===== src/hw/rtl/pem_pkg.sv =====
// Shared constants, types and the log fraction table for the peak envelope meter.
package pem_pkg;

  localparam int LANES          = 8;
  localparam int SAMPLE_BITS    = 24;
  localparam int LOG_TABLE_BITS = 6;

  localparam int LOG_TABLE_SIZE = 1 << LOG_TABLE_BITS;
  localparam int POS_BITS       = $clog2(SAMPLE_BITS);
  localparam int LOG_NEG_BITS   = POS_BITS + 16;
  localparam int LOG_SCALE_BITS = 17;
  localparam int LOG_PROD_BITS  = LOG_NEG_BITS + LOG_SCALE_BITS;
  localparam int LOG_DROP_BITS  = LOG_PROD_BITS - 19;

  localparam int IN_BYTES       = (LANES * SAMPLE_BITS + 7) / 8;
  localparam int IN_DATA_BITS   = IN_BYTES * 8;
  localparam int LEVEL_BITS     = 24;
  localparam int METER_BITS     = 16;
  localparam int OUT_DATA_BITS  = LEVEL_BITS + METER_BITS;

  localparam int CFG_INDEX_BITS = 2;
  localparam int CFG_DATA_BITS  = 16;
  localparam int COUNT_BITS     = 4;
  localparam int QUEUE_DEPTH    = 4;
  localparam int QPTR_BITS      = $clog2(QUEUE_DEPTH);

  localparam longint unsigned FULL_SCALE = 64'd1 << (SAMPLE_BITS - 1);
  // Levels at or below this value lie at or under -60 dBFS.
  localparam logic [SAMPLE_BITS-1:0] LOG_FLOOR = SAMPLE_BITS'(FULL_SCALE / 1000);
  localparam logic [POS_BITS-1:0] TOP_POS = POS_BITS'(SAMPLE_BITS - 1);
  // log10(2)/3 in Q20.
  localparam logic [LOG_SCALE_BITS-1:0] LOG_SCALE = LOG_SCALE_BITS'(105218);

  typedef enum logic [CFG_INDEX_BITS-1:0] {
    REG_DECAY_COEFF   = 2'd0,
    REG_LOG_MODE      = 2'd1,
    REG_CHANNEL_COUNT = 2'd2,
    REG_UNUSED        = 2'd3
  } cfg_reg_t;

  typedef struct packed {
    logic [15:0] decay_coeff;
    logic        log_mode;
  } back_cfg_t;

  typedef logic [15:0] log_tab_t [LOG_TABLE_SIZE];

  // round(log2(m / 2^LOG_TABLE_BITS) * 2^16) by repeated squaring.
  function automatic logic [15:0] frac_log2(input longint unsigned m);
    longint unsigned v;
    longint unsigned r;
    v = m << (30 - LOG_TABLE_BITS);
    r = 0;
    for (int k = 0; k < 17; k++) begin
      v = (v * v) >> 30;
      r = r << 1;
      if (v >= (64'd1 << 31)) begin
        r = r | 64'd1;
        v = v >> 1;
      end
    end
    return 16'((r + 64'd1) >> 1);
  endfunction

  function automatic log_tab_t build_log_table();
    log_tab_t t;
    for (int i = 0; i < LOG_TABLE_SIZE; i++) begin
      t[i] = frac_log2(longint'(LOG_TABLE_SIZE + i));
    end
    return t;
  endfunction

  localparam log_tab_t LOG_TABLE = build_log_table();

endpackage


===== src/hw/rtl/pem_front.sv =====
// Front end: takes frames, forms lane magnitudes and the frame peak.
module pem_front import pem_pkg::*; (
  input  logic                   clk,
  input  logic                   rst,
  input  logic                   in_valid,
  output logic                   in_ready,
  input  logic [IN_DATA_BITS-1:0] in_data,
  input  logic [COUNT_BITS-1:0]  channel_count,
  output logic                   peak_valid,
  output logic [SAMPLE_BITS-1:0] peak,
  input  logic                   queue_full
);

  logic                   adv;
  logic                   mag_valid;
  logic [SAMPLE_BITS-1:0] mag [LANES];
  logic [SAMPLE_BITS-1:0] mag_next [LANES];
  logic [SAMPLE_BITS-1:0] peak_next;

  assign adv      = !peak_valid || !queue_full;
  assign in_ready = adv;

  always_comb begin
    for (int i = 0; i < LANES; i++) begin
      logic [SAMPLE_BITS-1:0] s;
      s = in_data[i*SAMPLE_BITS +: SAMPLE_BITS];
      if (COUNT_BITS'(i) >= channel_count) begin
        mag_next[i] = '0;
      end else if (s[SAMPLE_BITS-1]) begin
        mag_next[i] = -s;
      end else begin
        mag_next[i] = s;
      end
    end
  end

  always_comb begin
    peak_next = '0;
    for (int i = 0; i < LANES; i++) begin
      if (mag[i] > peak_next) begin
        peak_next = mag[i];
      end
    end
  end

  always_ff @(posedge clk) begin
    if (rst) begin
      mag_valid  <= 1'b0;
      peak_valid <= 1'b0;
    end else if (adv) begin
      mag_valid  <= in_valid;
      peak_valid <= mag_valid;
    end
  end

  always_ff @(posedge clk) begin
    if (adv) begin
      mag  <= mag_next;
      peak <= peak_next;
    end
  end

endmodule


===== src/hw/rtl/pem_queue.sv =====
// Short queue of frame peaks between the front end and the envelope back end.
module pem_queue import pem_pkg::*; (
  input  logic                   clk,
  input  logic                   rst,
  input  logic                   push,
  input  logic [SAMPLE_BITS-1:0] push_data,
  output logic                   full,
  input  logic                   pop,
  output logic [SAMPLE_BITS-1:0] pop_data,
  output logic                   not_empty
);

  logic [SAMPLE_BITS-1:0] entries [QUEUE_DEPTH];
  logic [QPTR_BITS-1:0]   wr_ptr;
  logic [QPTR_BITS-1:0]   rd_ptr;
  logic [QPTR_BITS:0]     count;

  assign full      = (count == (QPTR_BITS+1)'(QUEUE_DEPTH));
  assign not_empty = (count != '0);
  assign pop_data  = entries[rd_ptr];

  always_ff @(posedge clk) begin
    if (rst) begin
      wr_ptr <= '0;
      rd_ptr <= '0;
      count  <= '0;
    end else begin
      if (push) begin
        wr_ptr <= wr_ptr + 1'b1;
      end
      if (pop) begin
        rd_ptr <= rd_ptr + 1'b1;
      end
      if (push && !pop) begin
        count <= count + 1'b1;
      end else if (pop && !push) begin
        count <= count - 1'b1;
      end
    end
  end

  always_ff @(posedge clk) begin
    if (push) begin
      entries[wr_ptr] <= push_data;
    end
  end

endmodule


===== src/hw/rtl/pem_back.sv =====
// Back end: envelope update loop followed by the linear and decibel meter pipeline.
module pem_back import pem_pkg::*; (
  input  logic                   clk,
  input  logic                   rst,
  input  back_cfg_t              cfg,
  input  logic                   peak_avail,
  input  logic [SAMPLE_BITS-1:0] peak,
  output logic                   peak_pop,
  output logic                   out_valid,
  input  logic                   out_ready,
  output logic [SAMPLE_BITS-1:0] out_level,
  output logic [METER_BITS-1:0]  out_meter
);

  localparam int LIN_RSH = (SAMPLE_BITS >= 17) ? SAMPLE_BITS - 17 : 0;
  localparam int LIN_LSH = (SAMPLE_BITS < 17) ? 17 - SAMPLE_BITS : 0;
  localparam int LIN_W   = SAMPLE_BITS + 17;
  localparam int NORM_W  = SAMPLE_BITS + LOG_TABLE_BITS;

  logic en;

  // Envelope stage.
  logic                      lvl_valid;
  logic [SAMPLE_BITS-1:0]    level;
  logic [SAMPLE_BITS-1:0]    level_next;
  logic [SAMPLE_BITS-1:0]    diff;
  logic [SAMPLE_BITS+15:0]   rel_prod;
  logic [SAMPLE_BITS+16:0]   rel_sum;

  // Classify stage.
  logic                      b_valid;
  logic [SAMPLE_BITS-1:0]    b_level;
  logic [METER_BITS-1:0]     b_lin;
  logic                      b_small;
  logic [POS_BITS-1:0]       b_pos;
  logic [LIN_W-1:0]          lin_wide;
  logic [METER_BITS-1:0]     lin_next;

  // Table stage.
  logic                      c_valid;
  logic [SAMPLE_BITS-1:0]    c_level;
  logic [METER_BITS-1:0]     c_lin;
  logic                      c_small;
  logic                      c_sat;
  logic [LOG_NEG_BITS-1:0]   c_neg;
  logic [NORM_W-1:0]         norm;
  logic [POS_BITS-1:0]       shamt;
  logic [LOG_TABLE_BITS-1:0] tab_idx;

  // Multiply stage.
  logic                      d_valid;
  logic [SAMPLE_BITS-1:0]    d_level;
  logic [METER_BITS-1:0]     d_lin;
  logic                      d_small;
  logic                      d_sat;
  logic [LOG_PROD_BITS-1:0]  d_prod;

  logic [LOG_PROD_BITS:0]    drop_sum;
  logic [LOG_DROP_BITS-1:0]  drop;
  logic [METER_BITS-1:0]     log_meter;

  function automatic logic [POS_BITS-1:0] lead_one(input logic [SAMPLE_BITS-1:0] v);
    logic [POS_BITS-1:0] p;
    p = '0;
    for (int i = 0; i < SAMPLE_BITS; i++) begin
      if (v[i]) begin
        p = POS_BITS'(i);
      end
    end
    return p;
  endfunction

  assign en       = !out_valid || out_ready;
  assign peak_pop = en && peak_avail;

  // Instant attack, otherwise release by the ceiling of coeff*(level-peak)/2^16.
  assign diff     = level - peak;
  assign rel_prod = cfg.decay_coeff * diff;
  assign rel_sum  = {1'b0, rel_prod} + (SAMPLE_BITS+17)'(16'hFFFF);
  always_comb begin
    if (peak > level) begin
      level_next = peak;
    end else begin
      level_next = level - rel_sum[16 +: SAMPLE_BITS];
    end
  end

  assign lin_wide = ({{17{1'b0}}, level} << LIN_LSH) >> LIN_RSH;
  assign lin_next = (lin_wide[LIN_W-1:16] != '0) ? '1 : lin_wide[15:0];

  assign shamt   = TOP_POS - b_pos;
  assign norm    = {b_level, {LOG_TABLE_BITS{1'b0}}} << shamt;
  assign tab_idx = norm[NORM_W-2 -: LOG_TABLE_BITS];

  assign drop_sum = {1'b0, d_prod} + (LOG_PROD_BITS+1)'(20'hFFFFF);
  assign drop     = drop_sum[20 +: LOG_DROP_BITS];

  always_comb begin
    if (d_small) begin
      log_meter = '0;
    end else if (d_sat || drop == '0) begin
      log_meter = '1;
    end else if (drop >= LOG_DROP_BITS'(65536)) begin
      log_meter = '0;
    end else begin
      log_meter = 16'(17'h10000 - drop[16:0]);
    end
  end

  always_ff @(posedge clk) begin
    if (rst) begin
      level     <= '0;
      lvl_valid <= 1'b0;
      b_valid   <= 1'b0;
      c_valid   <= 1'b0;
      d_valid   <= 1'b0;
      out_valid <= 1'b0;
    end else if (en) begin
      lvl_valid <= peak_avail;
      b_valid   <= lvl_valid;
      c_valid   <= b_valid;
      d_valid   <= c_valid;
      out_valid <= d_valid;
      if (peak_avail) begin
        level <= level_next;
      end
    end
  end

  always_ff @(posedge clk) begin
    if (en) begin
      b_level   <= level;
      b_lin     <= lin_next;
      b_small   <= (level <= LOG_FLOOR);
      b_pos     <= lead_one(level);

      c_level   <= b_level;
      c_lin     <= b_lin;
      c_small   <= b_small;
      c_sat     <= (b_pos == TOP_POS);
      c_neg     <= {shamt, 16'h0000} - LOG_NEG_BITS'(LOG_TABLE[tab_idx]);

      d_level   <= c_level;
      d_lin     <= c_lin;
      d_small   <= c_small;
      d_sat     <= c_sat;
      d_prod    <= c_neg * LOG_SCALE;

      out_level <= d_level;
      out_meter <= cfg.log_mode ? log_meter : d_lin;
    end
  end

endmodule


===== src/hw/rtl/peak_envelope_meter_core.sv =====
// Peak envelope meter: one frame in, one level and meter value out, per clock unless stalled.
// Throughput, while the output is not stalled, is one frame per cycle, set by the envelope
// update loop (one 24x16 multiply, round and subtract each cycle). A four-entry peak queue
// decouples front and back.
// Reset clears the envelope level, all pipeline valids and the configuration registers.
module peak_envelope_meter_core import pem_pkg::*; (
  input  logic                      clk,
  input  logic                      rst,
  input  logic                      s_axis_tvalid,
  output logic                      s_axis_tready,
  input  logic [IN_DATA_BITS-1:0]   s_axis_tdata,  // sample_0 .. sample_7, 24 bits each
  output logic                      m_axis_tvalid,
  input  logic                      m_axis_tready,
  output logic [OUT_DATA_BITS-1:0]  m_axis_tdata,  // level_out[23:0], meter[39:24]
  input  logic                      cfg_valid,
  output logic                      cfg_ready,
  input  logic [CFG_INDEX_BITS-1:0] cfg_index,
  input  logic [CFG_DATA_BITS-1:0]  cfg_data
);

  back_cfg_t              back_cfg;
  logic [COUNT_BITS-1:0]  channel_count;
  logic                   peak_valid;
  logic [SAMPLE_BITS-1:0] front_peak;
  logic                   queue_full;
  logic                   queue_push;
  logic                   queue_pop;
  logic                   queue_avail;
  logic [SAMPLE_BITS-1:0] queue_peak;
  logic [SAMPLE_BITS-1:0] level;
  logic [METER_BITS-1:0]  meter;
  cfg_reg_t               reg_sel;

  assign cfg_ready = 1'b1;
  assign reg_sel   = cfg_reg_t'(cfg_index);

  always_ff @(posedge clk) begin
    if (rst) begin
      back_cfg      <= '0;
      channel_count <= '0;
    end else if (cfg_valid) begin
      unique case (reg_sel)
        REG_DECAY_COEFF:   back_cfg.decay_coeff <= cfg_data;
        REG_LOG_MODE:      back_cfg.log_mode    <= cfg_data[0];
        REG_CHANNEL_COUNT: channel_count        <= cfg_data[COUNT_BITS-1:0];
        default: ;
      endcase
    end
  end

  assign queue_push = peak_valid && !queue_full;

  pem_front u_front (
    .clk           (clk),
    .rst           (rst),
    .in_valid      (s_axis_tvalid),
    .in_ready      (s_axis_tready),
    .in_data       (s_axis_tdata),
    .channel_count (channel_count),
    .peak_valid    (peak_valid),
    .peak          (front_peak),
    .queue_full    (queue_full)
  );

  pem_queue u_queue (
    .clk       (clk),
    .rst       (rst),
    .push      (queue_push),
    .push_data (front_peak),
    .full      (queue_full),
    .pop       (queue_pop),
    .pop_data  (queue_peak),
    .not_empty (queue_avail)
  );

  pem_back u_back (
    .clk        (clk),
    .rst        (rst),
    .cfg        (back_cfg),
    .peak_avail (queue_avail),
    .peak       (queue_peak),
    .peak_pop   (queue_pop),
    .out_valid  (m_axis_tvalid),
    .out_ready  (m_axis_tready),
    .out_level  (level),
    .out_meter  (meter)
  );

  assign m_axis_tdata = {meter, LEVEL_BITS'(level)};

endmodule


===== config.mk =====
export PLATFORM = sky130hd
export DESIGN_NAME = peak_envelope_meter_core
export DESIGN_NICKNAME = d
export VERILOG_FILES = /design/src/hw/rtl/pem_pkg.sv /design/src/hw/rtl/pem_front.sv /design/src/hw/rtl/pem_queue.sv /design/src/hw/rtl/pem_back.sv /design/src/hw/rtl/peak_envelope_meter_core.sv
export SDC_FILE = /design/constraint.sdc
export NUM_CORES = 2
export LEC_CHECK = 0
export BUFFER_PORTS_ARGS = -buffer_cell sky130_fd_sc_hd__buf_2
export CORE_ASPECT_RATIO = 1.25
export CORE_MARGIN = 2
export CORE_UTILIZATION = 45
export DETAILED_ROUTE_END_ITERATION = 10
export GPL_TIMING_DRIVEN = 0
export SLEW_MARGIN = 5
export SYNTH_ARGS = -nofsm -noshare
export SYNTH_HDL_FRONTEND = slang
export SYNTH_SLANG_ARGS = --single-unit
export TNS_END_PERCENT = 5

===== constraint.sdc =====
create_clock -name clk -period 24.1 [get_ports clk]
set_input_delay 2.41 -clock clk [delete_from_list [all_inputs] [get_ports clk]]
set_output_delay 2.41 -clock clk [all_outputs]
set_load 0.01 [all_outputs]

* Yosys cells after proc, flatten, opt, wreduce, memory -nomap -nowiden *
Memory sizes are Yosys's and may differ from the RTL's. A register that Yosys moved wholly into a read port is not among the register bits.
Cells that the tools add are included.

word-level totals
  register bits = 503
  RAM bits = 96
  bits in read-only memories = 1,024
  bits of input ports = 215
  word-level logic and storage cells = 189
  memories kept = 2

memory list
  memory           words  width  read ports  clocked after memory_dff  write ports  line             RTL
  (no name shown)  64     16     1           0                         0            pem_back.sv:141  c_neg <= {shamt, 16'h0000} - LOG_NEG_BITS'(LOG_TABLE[tab_idx]);
  u_queue.entries  4      24     1           1                         1            pem_queue.sv:13  logic [SAMPLE_BITS-1:0] entries [QUEUE_DEPTH];

operators by class
  $add $sub $neg = 19
  multipliers = 2
  $lt $le $gt $ge = 20
  equality and inequality tests = 4
  shifts and indexed selects = 1
  muxes and demuxes = 51
  bitwise logic cells = 9
  reduce and logical (&&, ||, !) cells = 31

operators by type and width
  cell                                                                                    count
  24-bit 2-to-1 mux                                                                       9
  24-bit greater-than comparator                                                          8
  24-bit negation                                                                         8
  23-bit 2-to-1 mux                                                                       8
  16-bit 2-to-1 mux                                                                       6
  24-bit subtractor                                                                       2
  40-bit by 16-bit adder with 40-bit output (second input constant)                       1
  16-bit by 24-bit multiplier with 40-bit output                                          1
  38-bit by 20-bit adder with 39-bit output (second input constant)                       1
  21-bit by 16-bit multiplier with 37-bit output (second input constant)                  1
  4-bit 2-to-1 mux                                                                        8
  3-bit 2-to-1 mux                                                                        10
  30-bit by 5-bit left shift with 29-bit output                                           1
  24-bit by 1-bit greater-than comparator with 1-bit output (second input constant)       1
  24-bit by 14-bit <= comparator with 1-bit output (second input constant)                1
  21-bit by 16-bit subtractor with 21-bit output                                          1
  19-bit by 17-bit greater-or-equal comparator with 1-bit output (second input constant)  1
  19-bit zero test                                                                        1
  2-bit OR reduction                                                                      9
  3-bit by 4-bit greater-or-equal comparator with 1-bit output (first input constant)     4
  1-bit by 16-bit subtractor with 16-bit output (first input constant)                    1
  2-bit 2-to-1 mux                                                                        6
  1-bit by 4-bit greater-or-equal comparator with 1-bit output (first input constant)     2
  2-bit by 4-bit greater-or-equal comparator with 1-bit output (first input constant)     2
  21 further kinds                                                                        44

* Longest topological paths before layout *
  depth after elaboration = 22
  gate-level depth with buffers = 105
  gate-level depth less buffers = 93

* By module *
Synthesis repeated with hierarchy kept, for this count alone.

unflattened totals
  cells, all modules = 5,328
  area, all modules = 54,324.6 um2

modules (own cells, without submodules)
  module                    instances  cells each  area an instance (um2)
  pem_back                  1          3,150       31,415.1
  pem_front                 1          1,917       18,021.0
  pem_queue                 1          170         3,933.8
  peak_envelope_meter_core  1          91          954.7

* Worst setup path after synthesis *
OpenSTA, ideal clock, no wires.

  path kind = register -> register
  start = register u_front.mag[154] in the netlist's numbering
  end = register u_front.peak[9] (data pin)
  library setup time = 0.275 ns
  arrival = 16.545 ns
  data required time = 23.825 ns
  slack = 7.280 ns
  stages on the path, launching flop included = 99
  path buffers = 11
  period minus slack after synthesis = 16.820 ns
  cell sequence = edfxtp_1 ha_1 nand4_1 or2_1 a21oi_1 o41ai_2 a21oi_2 clkbuf_1 clkbuf_1 a21oi_1 ha_1 nand4_1 nor2_1 nand3_1 or2_2 a21boi_0 nor2_1 o41a_1 (+63 left out) buf_2 mux2i_1 ha_1 nor2b_1 o21a_1 o21ai_0 nand2b_1 a21oi_1 nor2b_1 o21ai_0 nand2b_1 a21oi_1 o31ai_1 a21oi_1 a21oi_1 clkbuf_1 a2111oi_1 a211oi_2

on the way
  longest elaborated chain between the ends = 14

RTL lines
  item                            line             RTL
  start: declaration              pem_front.sv:16  logic [SAMPLE_BITS-1:0] mag [LANES];
  start signal: assignment        pem_front.sv:58  mag <= mag_next;
  24-bit greater-than comparator  pem_front.sv:40  if (mag[i] > peak_next) begin
  24-bit 2-to-1 mux *             pem_front.sv:40
  24-bit greater-than comparator  pem_front.sv:40
  24-bit 2-to-1 mux *             pem_front.sv:40
  24-bit greater-than comparator  pem_front.sv:40
  24-bit 2-to-1 mux *             pem_front.sv:40
  24-bit greater-than comparator  pem_front.sv:40
  24-bit 2-to-1 mux *             pem_front.sv:40
  24-bit greater-than comparator  pem_front.sv:40
  24-bit 2-to-1 mux *             pem_front.sv:40
  24-bit greater-than comparator  pem_front.sv:40
  24-bit 2-to-1 mux *             pem_front.sv:40
  24-bit greater-than comparator  pem_front.sv:40
  24-bit 2-to-1 mux *             pem_front.sv:40
  via u_front.peak_next[9]        pem_front.sv:18  logic [SAMPLE_BITS-1:0] peak_next;
  end signal: assignment          pem_front.sv:59  peak <= peak_next;
  end: declaration                pem_front.sv:10  output logic [SAMPLE_BITS-1:0] peak,

The timed path passes the listed nets; every way through them passes the cells marked *.
A chain may end at the register's enable or synchronous reset.

* Final worst setup path *
  start = register u_front.mag[178] in the netlist's numbering
  end = register u_front.peak[6] (data pin)

on the way
  longest elaborated chain between the ends = 16

RTL lines
  item                                                       line
  24-bit by 1-bit greater-than comparator with 1-bit output  pem_front.sv:40
  24-bit 2-to-1 mux *                                        pem_front.sv:40
  24-bit greater-than comparator                             pem_front.sv:40
  24-bit 2-to-1 mux *                                        pem_front.sv:40
  24-bit greater-than comparator                             pem_front.sv:40
  24-bit 2-to-1 mux *                                        pem_front.sv:40
  24-bit greater-than comparator                             pem_front.sv:40
  24-bit 2-to-1 mux *                                        pem_front.sv:40
  24-bit greater-than comparator                             pem_front.sv:40
  24-bit 2-to-1 mux *                                        pem_front.sv:40
  24-bit greater-than comparator                             pem_front.sv:40
  24-bit 2-to-1 mux *                                        pem_front.sv:40
  24-bit greater-than comparator                             pem_front.sv:40
  24-bit 2-to-1 mux *                                        pem_front.sv:40
  24-bit greater-than comparator                             pem_front.sv:40
  24-bit 2-to-1 mux *                                        pem_front.sv:40
  via u_front.peak_next[6]                                   pem_front.sv:18

Marks and branches as above.

==> impl_results.md <==
- Status: completed
- DIE AREA: 119,000 µm²
- Post-synth EDFFs: 540
- Area taken by multi-input logic gates: 31,300 µm²
- Port Buffers: 255
- Critical hold path startpoint: u_back.d_level[0]$_DFFE_PP_
- FF-to-FF End: u_front.peak[6]$_DFFE_PP_
- Hold_buf cts: 0
- Worst skew pair latency: 0.69 ns
- Routability congestion estimate: 0.927
- Dpl hpwl: 112,000 µm
- Die X: 309 µm
- Reg clk slew, reported paths: 0.07 ns
- R2R Path Start: u_front.mag[178]$_SDFFCE_PP0P_
- Initial Utilization: 45.4%
- Non-Filler Instances: 7,144
- RSZ-0062 raised after global routing: no
- Core area: 115,000 µm²
- Syn Nets: 6,306
- Hold EP: u_back.out_level[0]$_DFFE_PP_
- CTS tree: built
- Routed Antenna Nets: 0
- Gr usage total: 23.3%
- Setup violators final: 0
- Clock Sinks: 601
- Area grow syn2layout: 10.5%
- Period utilisation layout: 91.2%
- Total gr overflow: 0
- CP required: 24.48 ns
- DR iter-0 viols: 2,429
- Syn_area_per_cell: 9.99 µm²
- H-tree Lvls: 2
- Pre-antenna DRT Iters: 5
- Flop2flop setup slack: 2.13 ns
- Library cells used by synthesis: 96
- Hold WC Path Type: flop to flop
- Total CTS buffers: 60
- First-pass GRT wire length: 216,000 µm
- Dpl cells: 7,033
- Hold depth: 0
- Worst r2r path cells: 95
- Antenna Diode Count: 0
- Post-synthesis sequential element count: 601
- CP arrival: 22.35 ns
- Via count: 38,400
- Total wire length: 137,000 µm
- Post-place setup slack: 1.80 ns
- Largest net degree at the start of global routing: 125
- Slew Limit Fails: 0
- Max FO, Critical Path: 10
- Initial antenna violation count: 2
- Via density: 5.37
- I/O pin count: 258
- Final setup margin: 2.13 ns
- Share of cells above drive strength 1: 9.15%
- Maxcap violations: 0
- TNS Setup: 0 ns
- Register area: 17,400 µm²
- Clk root buf: clkbuf_16
- Final min period: 21.97 ns
- Row Count: 139
- CP most frequent cell: a21oi_1
- Die height: 385 µm
- Critical path capture point type: flop
- Fin util: 50.1%
- Crit path largest cell delay: 0.55 ns
- Sequential area share after synthesis: 33.4%
- Ys Warns: 0
- DRC violations left: 0
- Critical-path top delay cell: a2111oi_4
- Postcts setup bufs: 0
- Clock buffer depth: 3
- Setup crit start kind: flop
- Final Hold Fails: 0
- Critical path type: flop to flop
- Post-Syn Area: 52,200 µm²
- Vias in the first global route: 39,100
- Synth Instances: 5,222
- WL/cell: 19.1 µm
- Actual slew at the worst max-slew pin: 1.24 ns
- Fraction of registers with async set or reset after synthesis: 0%
- Post-layout nets: 6,628
- Prevailing post-synth register cell: edfxtp_1
- Max Fclk: 0.0455 GHz
- FILL cells: 10,700
- Slew margin rel.: 17.2%
- Final Skew: 0.0570 ns
[cell families after synthesis]
family          after synthesis  share of synthesized area, %
compound gates              914                          11.3
xor+xnor                    293                          4.96
fa+ha+maj                   869                          26.6
buf+inv                     900                          6.55
flops                       601                          33.4
mux                         141                          3.87
other cells                   1                       0.00719
simple gates               1503                          13.3
[worst max-delay path by stage]
| stage | slack [ns] | depth (start not counted) | to | from |
|---|---|---|---|---|
| after global placement | 2.00 | 100 | u_front.peak[8]$_DFFE_PP_ | u_front.mag[178]$_SDFFCE_PP0P_ |
| after CTS | 1.65 | 94 | u_front.peak[8]$_DFFE_PP_ | u_front.mag[178]$_SDFFCE_PP0P_ |
| final | 2.13 | 95 | u_front.peak[6]$_DFFE_PP_ | u_front.mag[178]$_SDFFCE_PP0P_ |
| after floorplan | 7.28 | 98 | u_front.peak[9]$_DFFE_PP_ | u_front.mag[154]$_SDFFCE_PP0P_ |
| after detailed placement | 1.80 | 94 | u_front.peak[8]$_DFFE_PP_ | u_front.mag[178]$_SDFFCE_PP0P_ |
| after global routing | 0.11 | 95 | u_front.peak[6]$_DFFE_PP_ | u_front.mag[178]$_SDFFCE_PP0P_ |
[repair_timing]
action | CTS | global route
hold endpoints to repair | 0 | 0
resized for setup | 0 | 9
endpoints found under the setup margin | 0 | 12
[critical path, delay by kind of cell, from the launching register on]
family                     cells  cell delay (ns)
AOI/OAI and AO/OA             35             8.26
adders and majority gates      7             2.17
buffers and inverters         16             4.07
DFF                            1             0.50
muxes                          2             0.75
and+or+nand+nor               35             5.86
[layout make-up]
type,instances,share of cell area (%)
multi-input cells,3721,54.4
flip-flops and latches,601,30.3
inverters,689,4.50
well taps,1551,3.37
clock buffers,68,2.66
repair buffers,260,2.44
plain buffers,211,1.44
clock inverters,43,0.923
[flip-flops by register name, summed over array words and instances (netlist names), 24 cells and up, named ones only]
name              cells
u_back.out_level     24
u_back.c_level       24
u_back.d_prod        37
u_front.peak         24
u_queue.entries      96
u_back.b_level       24
u_front.mag         192
u_back.level         24
u_back.d_level       24
[layer usage]
metal | GRT usage [%] | part of all wire, % | routed length [µm]
met1 | 28.7 | 41 | 56000
met2 | 42.0 | 51 | 69500
met3 | 2.47 | 4.1 | 5600
met4 | 8.67 | 4.0 | 5450
met5 | 0 | 0.021 | 28
[cell usage in the layout (no fill, tap or decap), types with 27 or more instances in the layout]
master / n
nor3_1: 58
o31ai_1: 52
nor2_1: 444
dfxtp_1: 61
or2_2: 35
nand4_1: 40
a21oi_1: 252
inv_1: 686
and2_1: 133
clkbuf_1: 172
a21boi_0: 27
buf_2: 264
mux4_2: 43
edfxtp_1: 540
nand2b_1: 45
ha_1: 467
o41ai_1: 36
nand3_1: 52
mux2i_1: 62
nand2_1: 529
mux2_2: 33
a21o_1: 61
o21ai_0: 232
xor2_1: 165
buf_1: 33
clkbuf_16: 60
nor2b_1: 50
xnor2_1: 126
nor4_1: 34
fa_1: 402
a211oi_1: 27
[through the flow]
step	hold WS [ns]	area [µm²]
2_1_floorplan	0.400	52200
3_3_place_gp	0.404	55400
3_5_place_dp	0.405	55500
4_1_cts	0.371	57600
5_1_grt	0.384	57600
6_report	0.375	57600
[synthesized netlist by cell type (25+ instances only)]
library cell,number,area [µm²]
o21ai_0,238,1190
a211oi_1,27,203
and2_1,135,845
o31ai_1,52,390
or4_1,25,188
nor2b_1,50,313
ha_1,467,5840
nor4_1,34,213
a2111oi_0,25,219
mux2i_1,62,621
a21oi_1,253,1270
dfxtp_1,61,1220
clkbuf_1,164,616
xnor2_1,126,1100
nor2_1,444,1670
nand4_1,40,250
or2_2,35,219
nand3_1,53,265
nand2_1,529,1990
fa_1,402,8050
buf_1,33,124
nor3_1,58,290
a21o_1,61,458
inv_1,687,2580
nand2b_1,45,282
xor2_1,165,1450
a21boi_0,27,203
mux4_2,43,968
o41ai_1,36,315
mux2_2,33,372
edfxtp_1,540,16200
Power is left out: the tool's default activity adds up to more than one toggle a clock period on the data nets, which glitch-free logic cannot reach.
